File: src/hdl/bps_pkg.sv
// Package: shared types and constants for the BSP point-in-solid block.
package bps_pkg;

	localparam int NODE_COUNT   = 1024;
	localparam int FACE_COUNT   = 4096;
	localparam int VERTEX_COUNT = 4096;
	localparam int NODE_AW      = $clog2(NODE_COUNT);
	localparam int FACE_AW      = $clog2(FACE_COUNT);
	localparam int VERT_AW      = $clog2(VERTEX_COUNT);

	localparam logic [15:0] LINK_SOLID = 16'hFFFF;
	localparam logic [15:0] LINK_EMPTY = 16'hFFFE;
	localparam logic [12:0] LIMIT_MAX  = 13'd4096;
	localparam logic [12:0] LIMIT_RST  = 13'd1024;

	// input tdata: index, x, y, z, plane_face, link_above, link_below, first_vertex
	localparam int IN_BITS  = 12 + 32 * 3 + 12 + 16 + 16 + 12;
	localparam int IN_W     = ((IN_BITS + 7) / 8) * 8;
	localparam int OUT_W    = 16;

	typedef enum logic [1:0] {
		CMD_NODE   = 2'd0,
		CMD_FACE   = 2'd1,
		CMD_VERTEX = 2'd2,
		CMD_QUERY  = 2'd3
	} cmd_t;

	typedef enum logic [1:0] {
		ST_OK    = 2'd0,
		ST_BAD   = 2'd1,
		ST_LIMIT = 2'd2
	} status_t;

	typedef enum logic [3:0] {
		W_IDLE,
		W_NODE,
		W_FACE,
		W_VERT,
		W_MUL,
		W_SUM,
		W_ADD,
		W_DECIDE,
		W_DONE
	} walk_state_t;

	// one classified item handed from the front part to the walker
	typedef struct packed {
		cmd_t        cmd;
		logic [11:0] index;
		logic [31:0] x;
		logic [31:0] y;
		logic [31:0] z;
		logic [11:0] plane_face;
		logic [15:0] link_above;
		logic [15:0] link_below;
		logic [11:0] first_vertex;
		logic        in_range;
	} item_t;

	localparam int ITEM_W = $bits(item_t);

	typedef struct packed {
		logic        inside_res;
		status_t     status;
		logic [12:0] steps_taken;
	} result_t;

endpackage

File: src/hdl/bps_front.sv
// Front part: accepts items, classifies them and feeds a two-entry queue.
module bps_front (
	input  logic                      clk,
	input  logic                      arst_n,
	input  logic                      s_tvalid,
	output logic                      s_tready,
	input  logic [1:0]                s_tuser,
	input  logic [bps_pkg::IN_W-1:0]  s_tdata,
	output logic                      q_valid,
	input  logic                      q_ready,
	output bps_pkg::item_t            q_item
);

	bps_pkg::item_t cls;
	bps_pkg::item_t ent_q [2];
	logic           rd_q, wr_q;
	logic [1:0]     cnt_q;
	logic           push, pop;

	// unpack and range-check the write slot
	always_comb begin
		cls.cmd          = bps_pkg::cmd_t'(s_tuser);
		cls.index        = s_tdata[11:0];
		cls.x            = s_tdata[43:12];
		cls.y            = s_tdata[75:44];
		cls.z            = s_tdata[107:76];
		cls.plane_face   = s_tdata[119:108];
		cls.link_above   = s_tdata[135:120];
		cls.link_below   = s_tdata[151:136];
		cls.first_vertex = s_tdata[163:152];
		case (cls.cmd)
			bps_pkg::CMD_NODE:   cls.in_range = {4'd0, cls.index} < 16'(bps_pkg::NODE_COUNT);
			bps_pkg::CMD_FACE:   cls.in_range = {5'd0, cls.index} < 17'(bps_pkg::FACE_COUNT);
			bps_pkg::CMD_VERTEX: cls.in_range = {5'd0, cls.index} < 17'(bps_pkg::VERTEX_COUNT);
			default:             cls.in_range = 1'b1;
		endcase
	end

	assign s_tready = (cnt_q != 2'd2);
	assign push     = s_tvalid && s_tready;
	assign q_valid  = (cnt_q != 2'd0);
	assign pop      = q_valid && q_ready;
	assign q_item   = ent_q[rd_q];

	// queue storage
	always_ff @(posedge clk) begin
		if (push) begin
			ent_q[wr_q] <= cls;
		end
	end

	// queue pointers
	always_ff @(posedge clk or negedge arst_n) begin
		if (!arst_n) begin
			rd_q  <= 1'b0;
			wr_q  <= 1'b0;
			cnt_q <= 2'd0;
		end else begin
			if (push) wr_q <= ~wr_q;
			if (pop)  rd_q <= ~rd_q;
			cnt_q <= cnt_q + 2'(push) - 2'(pop);
		end
	end

endmodule

File: config.mk
export PLATFORM = sky130hd
export DESIGN_NAME = bps_front
export DESIGN_NICKNAME = d
export VERILOG_FILES = /design/src/hdl/bps_pkg.sv /design/src/hdl/bps_front.sv
export SDC_FILE = /design/constraint.sdc
export NUM_CORES = 1
export LEC_CHECK = 0
export ABC_AREA = 1
export BUFFER_PORTS_ARGS = -buffer_cell sky130_fd_sc_hd__buf_2
export CAP_MARGIN = 40
export CORE_UTILIZATION = 43
export DETAILED_ROUTE_END_ITERATION = 7
export PLACE_DENSITY = 0.71
export RECOVER_POWER = 50
export SETUP_SLACK_MARGIN = 0.5
export SYNTH_ARGS = -nofsm -noshare
export SYNTH_HDL_FRONTEND = slang
export SYNTH_SLANG_ARGS = --single-unit
File: constraint.sdc
create_clock -name clk -period 9.05 [get_ports clk]
set_input_delay 0.905 -clock clk [delete_from_list [all_inputs] [get_ports clk]]
set_output_delay 0.905 -clock clk [all_outputs]
set_load 0.01 [all_outputs]
# After elaboration in Yosys (flattened, before gate mapping)
# Memory sizes are Yosys's and may differ from the RTL's.
# Cells that the tools add are included.
dict set report totals {
  out_inout_bits 169
  regBits 4
  inputBits 174
  mem_bits_rw 334
  rom_bits 0
  elab_cells 17
  latch_bits 0
  memories 1
}
# name words word_bits rd rd_clocked_by_memory_dff wr line_no
set mem_list {}
lappend mem_list {ent_q 2 167 1 0 1 bps_front.sv:15} ;# bps_pkg::item_t ent_q [2];
dict set report classes {
  n_addsub 2
  n_reduce_logical 4
  n_eq_ne 1
  order_cmp 1
  shifts 0
  mux 3
  mul 0
  bitwise_logic 2
  n_div 0
}
# op count
set ops {}
lappend ops {{$lt 12x11->1 const B} 1}
lappend ops {{$mux 1} 3}
lappend ops {{$add 2x1->2} 1}
lappend ops {{$logic_and 1x1->1} 2}
lappend ops {{$logic_not 2->1} 1}
lappend ops {{$ne 2x2->1 const B} 1}
lappend ops {{$not 1->1} 2}
lappend ops {{$reduce_bool 2->1} 1}
lappend ops {{$sub 2x1->2} 1}

# Depth between registers and ports, before layout
# Gate-level depths: netlist of the first run.
dict set report depth {
  depth_word 4
  depth_mapped 12
}

# Worst setup path before layout of the first run
# Ideal clock, no wire load.
dict set report synth_timing {
  kind {input-to-reg}
  start {input s_tvalid}
  end {memory ent_q[1][0] (netlist name), enable pin}
  t_arrival_ns 7.963
  path_slack_ns 0.389
  cell_stages 2
  required_time_ns 8.352
  path_cell_list {nand2_1 > nor2_1}
}
dict set report synth_via {
  elab_chain_len 3
}
# item line_no
set synth_lines {}
lappend synth_lines {{start: declaration} bps_front.sv:5} ;# input logic s_tvalid,
lappend synth_lines {{$logic_and 1x1->1} bps_front.sv:40} ;# assign push = s_tvalid && s_tready;
lappend synth_lines {{$mux 1} bps_front.sv:47} ;# if (push) begin
lappend synth_lines {{$mux 1 (implied by the code)} bps_front.sv:48} ;# ent_q[wr_q] <= cls;
lappend synth_lines {{end: declaration} bps_front.sv:15}
# Every way passes these cells.

# Final worst setup path of the first run
dict set report layout_timing {
  start {register cnt_q[1]}
  end {memory ent_q[0][96] (netlist name), enable pin}
}
dict set report layout_via {
  elab_chain_len 4
}
# item line_no
set layout_lines {}
lappend layout_lines {{start: declaration} bps_front.sv:17} ;# logic [1:0] cnt_q;
lappend layout_lines {{start signal: assignment} bps_front.sv:61} ;# cnt_q <= cnt_q + 2'(push) - 2'(pop);
lappend layout_lines {{$ne 2x2->1} bps_front.sv:39} ;# assign s_tready = (cnt_q != 2'd2);
lappend layout_lines {{$logic_and 1x1->1} bps_front.sv:40}
lappend layout_lines {{$mux 1} bps_front.sv:47}
lappend layout_lines {{$mux 1 (implied by the code)} bps_front.sv:48}
# Every way passes these cells.

==> summary.txt, run 1 <==
Timing
  – Final setup fails: 0
  – Final hold vios: 0
  – Setup TNS: 0 ps
  – Achievable Freq: 207.5 MHz
  – RSZ-0062 raised after global routing: no
  – Min Tclk post-route: 4819 ps
  – Clock Skews: 19.15 ps
  – Fin crit share: 53.25%
  – Final max-slew violation count: 238
  – Hold_ws: 221.7 ps
  – Setup ws final: 4231 ps
  – Tightest Pin Transition: 4476 ps
  – Slew HR: -198.4%

GRT
  – Gr ovfl total: 0
  – Maximum number of pins on one net before global-route repair: 169
  – Total track usage: 16.69%
  – Initial antenna violation count: 5
  – First-pass GRT wire length: 37,600 um
  – Vias in the first global route: 7,318

Routing
  – # DRC: 0
  – Pre-antenna DRT Iters: 4
  – Via count: 7,690
  – Vias per cell: 4.613
  – Per-cell routed wire length: 15.53 um
  – Post-DRT Antenna Nets: 0
  – Post-Route WL: 25,880 um
  – Initial DRC Count: 425

Floorplanning
  – CORE AREA: 28,090 sq um
  – Row cnt: 61
  – Die ar.: 29,580 sq um
  – Initial Util: 44.24%
  – Ports: 343
  – Die Span Y: 172.0 um
  – Die Width: 172.0 um

Worst hold path
  – Hold Crit Class: in2async

Synthesis
  – Count leader, synth: nand2_1
  – Seq/Total Area, Yosys: 81.53%
  – Syn Nets: 1,081
  – Synthesis warning total: 0
  – Area share of the largest cell type after synthesis: 80.73%
  – FFs w/ async S/R, synth: 1.183%
  – Seq cells post-synth: 338
  – Synth cell types: 14
  – Top cells by area, synth: edfxtp_1, nand2_1, buf_6, dfrtp_1, buf_2
  – Leading post-synthesis cells by instance count: nand2_1, edfxtp_1, buf_2
  – Post-Synthesis Cells: 906
  – Main synth FF type: edfxtp_1
  – Yosys top cell by area: edfxtp_1
  – Mapped cell area: 12,420 sq um
  – Post-synth EDFFs: 334
  – Synthesized area per cell: 13.71 sq um

Worst setup path
  – Data required, critical path: 9180 ps
  – Critical Path AT: 4950 ps
  – R2r setup slk: 4230 ps
  – Setup crit end kind: flip-flop
  – Max FO, Critical Path: 43
  – R2r startpoint: cnt_q[1]$_DFF_PN0_
  – Worst r2r path cells: 6
  – CP Class: reg2reg
  – Reg2Reg Capture Point: ent_q[0][96]$_DFFE_PP_
  – Startpoint Class: flip-flop

Place
  – I/O Buffers: 338
  – GPL Wtd Cong: 0.7035
  – Setup WS pre-CTS: 5864 ps
  – DPL Wire Length: 16,130 um

Status
  – Status: finished, violations left
  – Failing checks: max-capacitance violations, max-slew violations

CTS
  – Setup repair bufs after CTS: 0
  – Clk_lat worst skew: 510 ps
  – CTS Buffer Depth: 3
  – CTS Buf Count: 37
  – Clock transition at path regs: 60 ps
  – Root buf cell: clkbuf_16
  – Hold_buf cts: 0
  – Number of gates resized after CTS: 0
  – H-tree depth: 2
  – Sinks on Clock Net: 338
  – CTS tree: built

Pwr
  – Pwr dens: 337.7 nW/um^2
  – Leak: 6.547 nW
  – Worst IR Drop VDD: 239.2 uV

Finish
  – Fill cells: 2,378
  – Layout cells sized above 1: 27.44%
  – Layout area overhead: 24.88%
  – Final net count: 1,431

Flow run
  – Max-Cap Viols: 3
metrics by stage:
step,area (sq um),utilization [%],total power (W),cells
2_1_floorplan,12430,-,0.003282,906
3_3_place_gp,14390,51.22,0.003853,1591
3_5_place_dp,14490,51.59,0.003925,1595
4_1_cts,15600,55.54,0.005298,1661
5_1_grt,15510,55.21,0.005562,1663
6_report,15520,55.24,0.005240,1667
report_power, final:
group / internal (W) / switching, W / leakage (nW)
Clock: 0.000788 / 0.000574 / 0.547
Combinational: 0.000518 / 0.00110 / 2.85
Sequential: 0.00218 / 0.0000772 / 3.15
Total: 0.00348 / 0.00176 / 6.55
worst max-delay path, stage by stage (launching register included):
cell,delay [ps]
dfrtp_1,420
nand2_1,140
nand2_1,180
nor2_4,110
clkbuf_1,1190
clkbuf_1,1620
buf_4,710
flip-flops by register name (all words and copies together), names as in the netlist:
name	flops
cnt_q	2
ent_q	334
wr_q	1
rd_q	1
cell type report:
cell class                 count  area, sq um  area share (%)
tap                          378        473.0           3.048
multi-input combinational    523         1998           12.88
antenna                        6        15.01         0.09677
clock buffer                  46         1002           6.459
timing repair buffer         348         1755           11.31
sequential                   338        10130           65.31
inverter                       8        31.28          0.2016
clock inverter                20        107.6          0.6935
cell usage in the layout (no fill, tap or decap), types with 2 or more instances in the layout:
cell type,instances
clkinv_2,7
diode_2,6
buf_16,3
dfrtp_1,3
edfxtp_1,334
buf_4,4
nor2_4,2
inv_1,7
buf_2,289
o21ai_0,2
inv_6,3
nand3_1,2
nor2_1,4
clkinv_1,8
nand2_1,510
clkbuf_16,39
clkbuf_1,58
how the worst max path moves through the flow:
stage                             from                 endpoint  depth (start not counted)
global placement      rd_q$_DFFE_PN0P_               q_item[54]                          5
global route        cnt_q[1]$_DFF_PN0_  ent_q[0][104]$_DFFE_PP_                          6
floorplan                     s_tvalid    ent_q[1][0]$_DFFE_PP_                          2
detailed placement    rd_q$_DFFE_PN0P_               q_item[54]                          6
CTS                   rd_q$_DFFE_PN0P_               q_item[54]                          6
finish              cnt_q[1]$_DFF_PN0_   ent_q[0][96]$_DFFE_PP_                          6
kinds of logic after synthesis:
group / Yosys count / share of synthesized area [%]
XOR/XNOR: 1 / 0.07051
adder cells (fa/ha/maj): 1 / 0.1007
AO/OA/AOI/OAI: 3 / 0.1208
AND/OR/NAND/NOR: 518 / 15.67
flip-flops: 338 / 81.53
buffers and inverters: 45 / 2.508
layer usage:
metal / global-route usage (%) / vias up / share of wire [%]
met3: 6.409 / 45 / 11
met1: 18.95 / 3586 / 37
li1: - / 3773 / -
met4: 6.002 / 0 / 2.3
met2: 28.58 / 286 / 50
met5: 0 / - / 0
Power figures use the tool's default switching activity.
==> run 2: changes to the inputs <==
==> constraint.sdc (replaced) <==
create_clock -name clk -period 5 [get_ports clk]
set_input_delay 0.5 -clock clk [delete_from_list [all_inputs] [get_ports clk]]
set_output_delay 0.5 -clock clk [all_outputs]
set_load 0.01 [all_outputs]
==> run 2 against run 1 <==
- highest routed layer unchanged
- clock-buffer cell count is 2 lower
- via count is 0.16% higher
- sequential power is 83% higher
- final area is 0.48% lower
- final cell count is 0.72% lower
- critical endpoint is now q_item[9]
- the run still ends with max-capacitance violations, max-slew violations left
==> summary.txt, run 2 (same netlist as run 1, synthesis figures left out) <==
Timing
  – Hold_ws: 186.1 ps (was 221.7 ps)
  – Final max-slew violation count: 116 (was 238)
  – Slew HR: -56.63% (was -198.4%)
  – Min Tclk post-route: 3475 ps
  – Fin crit share: 69.51%
  – RSZ-0062 raised after global routing: no (unchanged)
  – Achievable Freq: 287.7 MHz
  – Setup ws final: 1525 ps (was 4231 ps)
  – Final hold vios: 0 (unchanged)
  – Final setup fails: 0 (unchanged)
  – Clock Skews: 10.82 ps (was 19.15 ps)
  – Tightest Pin Transition: 2349 ps (was 4476 ps)

CTS
  – H-tree depth: 2 (unchanged)
  – CTS tree: built (unchanged)
  – CTS Buf Count: 35 (was 37)
  – Clock transition at path regs: 60 ps (about the same)
  – Sinks on Clock Net: 338 (unchanged)
  – Root buf cell: clkbuf_16 (unchanged)
  – CTS Buffer Depth: 3 (unchanged)
  – Setup repair bufs after CTS: 0 (unchanged)
  – Clk_lat worst skew: 490 ps (was 510 ps)

Worst setup path
  – Crit path from: rd_q$_DFFE_PN0P_ (was cnt_q[1]$_DFF_PN0_)
  – R2r startpoint: cnt_q[1]$_DFF_PN0_ (unchanged)
  – Reg2Reg Capture Point: ent_q[1][62]$_DFFE_PP_ (was ent_q[0][96]$_DFFE_PP_)
  – Crit-path slowest cell: dfrtp_4 (was clkbuf_1)
  – CP Depth: 5 (was 6)
  – Data required, critical path: 4500 ps (was 9180 ps)
  – R2r setup slk: 1700 ps (was 4230 ps)
  – Worst r2r path cells: 5 (was 6)
  – Startpoint Class: flip-flop (unchanged)
  – Family with the most delay on the worst path: buffers and inverters (unchanged)
  – Max FO, Critical Path: 76 (was 43)
  – Worst path max stage delay: 790 ps (was 1620 ps)
  – CP Class: reg2out (was reg2reg)
  – Setup crit end kind: output pin (was flip-flop)
  – Critical Path AT: 2980 ps (was 4950 ps)
  – CP most frequent cell: nand2_1
  – CP bufs+invs: 3 (unchanged)
  – Crit path to: q_item[9] (was ent_q[0][96]$_DFFE_PP_)
  – Crit path cell chain: inv_4 -> buf_4 -> nand2_1 -> nand2_1 -> buf_2 (was nand2_1 -> nand2_1 -> nor2_4 -> clkbuf_1 -> clkbuf_1 -> buf_4)

GRT
  – Gr ovfl total: 0 (unchanged)
  – Maximum number of pins on one net before global-route repair: 128 (was 169)
  – First-pass GRT wire length: 38,430 um (was 37,600 um)
  – Initial antenna violation count: 3 (was 5)
  – Total track usage: 17.04% (was 16.69%)
  – Vias in the first global route: 7,409 (was 7,318)

Routing
  – Via count: 7,702 (was 7,690)
  – Per-cell routed wire length: 15.72 um (was 15.53 um)
  – Vias per cell: 4.654 (was 4.613)
  – Initial DRC Count: 525 (was 425)
  – # DRC: 0 (unchanged)
  – Post-Route WL: 26,010 um (was 25,880 um)
  – Post-DRT Antenna Nets: 0 (unchanged)
  – Pre-antenna DRT Iters: 4 (unchanged)

Pwr
  – Power, Total: 0.009408 W (was 0.005240 W)
  – Leak: 6.481 nW (was 6.547 nW)
  – Pwr dens: 609.2 nW/um^2 (was 337.7 nW/um^2)
  – Worst IR Drop VDD: 324.0 uV (was 239.2 uV)

Finish
  – Final net count: 1,430 (was 1,431)
  – Number of flip-flops in the largest register: 334 (unchanged)
  – Layout area overhead: 24.29% (was 24.88%)
  – Cell area after layout: 15,440 sq um (was 15,520 sq um)
  – Reg with most FFs: ent_q (unchanged)
  – Fill cells: 2,370 (was 2,378)
  – Layout cells sized above 1: 25.53% (was 27.44%)
  – Commonest non-fill, non-tap cell in the layout: nand2_1 (unchanged)
  – Most frequent cells in the layout: nand2_1, edfxtp_1, buf_2 (unchanged)
  – Util after Layout: 54.98% (was 55.24%)
  – Biggest regs: ent_q x334, cnt_q x2 (unchanged)

Status
  – Status: finished, violations left (unchanged)
  – Failing checks: max-capacitance violations, max-slew violations (unchanged)

Place
  – I/O Buffers: 338 (unchanged)
  – DPL Wire Length: 16,480 um (was 16,130 um)
  – GPL Wtd Cong: 0.7138 (was 0.7035)
  – Setup WS pre-CTS: 1967 ps (was 5864 ps)
  – Post-DP Area: 14,450 sq um (was 14,490 sq um)

Floorplanning
  – Die Width: 172.0 um (unchanged)
  – Initial Util: 44.24% (unchanged)
  – Row cnt: 61 (unchanged)
  – Die Span Y: 172.0 um (unchanged)
  – Die ar.: 29,580 sq um (unchanged)
  – Ports: 343 (unchanged)
  – CORE AREA: 28,090 sq um (unchanged)

Flow run
  – Max-Cap Viols: 3 (unchanged)

Worst hold path
  – Hold Crit Class: in2reg (was in2async)
  – Hold Crit Start: s_tdata[44]
## run 2: cell types whose count changed in the layout (fill, tap and decap cells not counted), sizes merged, moves of 2 or more
cell | before | now
clkbuf | 98 | 110
clkinvlp | 2 | 0
buf | 296 | 282
clkinv | 16 | 8
inv | 10 | 8
diode | 6 | 4
bufinv | 0 | 3
## run 2: timing repair
item | in CTS | in global routing
hold buffers | 1 | 0
resized for setup | 0 | 0
endpoints found under the hold margin | 4 | 0
## run 2: power by group
part / switching, W / internal [W] / leakage, nW
registers: 0.000235 / 0.00388 / 3.15
logic: 0.00192 / 0.000917 / 2.81
clock network: 0.000970 / 0.00149 / 0.524
## run 2: layout make-up
type / instances / area, sq um / share of cell area [%]
Tap cell: 378 / 473.0 / 3.063
Clock buffer: 44 / 952.2 / 6.166
Antenna cell: 4 / 10.01 / 0.06482
Timing Repair Buffer: 349 / 1735 / 11.24
Inverter: 8 / 32.53 / 0.2107
Clock inverter: 11 / 122.6 / 0.7940
Sequential cell: 338 / 10130 / 65.62
Multi-Input combinational cell: 523 / 1983 / 12.84
## run 2: routing by layer
| metal | routed length [um] | GRT usage (%) | up-vias | part of all wire (%) |
|---|---|---|---|---|
| li1 | - | - | 3757 | - |
| met1 | 9976 | 19.14 | 3629 | 38 |
| met2 | 12740 | 29.35 | 272 | 49 |
| met3 | 2625 | 6.683 | 44 | 10 |
| met4 | 667 | 5.964 | 0 | 2.6 |
| met5 | 0 | 0 | - | 0 |
## run 2: worst register-to-register path, cell delays in order (launching register included)
cell,delay (ps)
dfrtp_1,420
nand2_1,150
nand2_1,130
nor2_1,220
clkbuf_1,1700
buf_12,340
## run 2: stage by stage
step,setup TNS (ps),instances
final,0,1655
after global routing,0,1653
after CTS,0,1651
after detailed placement,0,1595
after global placement,0,1593
after floorplan,-172930,906
## run 2: worst min-delay path by stage
stage                        endpoint  slack [ps]  depth (start not counted)
3_3_place_gp       cnt_q[0]$_DFF_PN0_         310                          1
5_1_grt        ent_q[1][46]$_DFFE_PP_         160                          1
6_report       ent_q[0][89]$_DFFE_PP_         190                          1
2_1_floorplan      cnt_q[0]$_DFF_PN0_         200                          0
4_1_cts        ent_q[1][82]$_DFFE_PP_         150                          1
3_5_place_dp         wr_q$_DFFE_PN0P_         310                          1
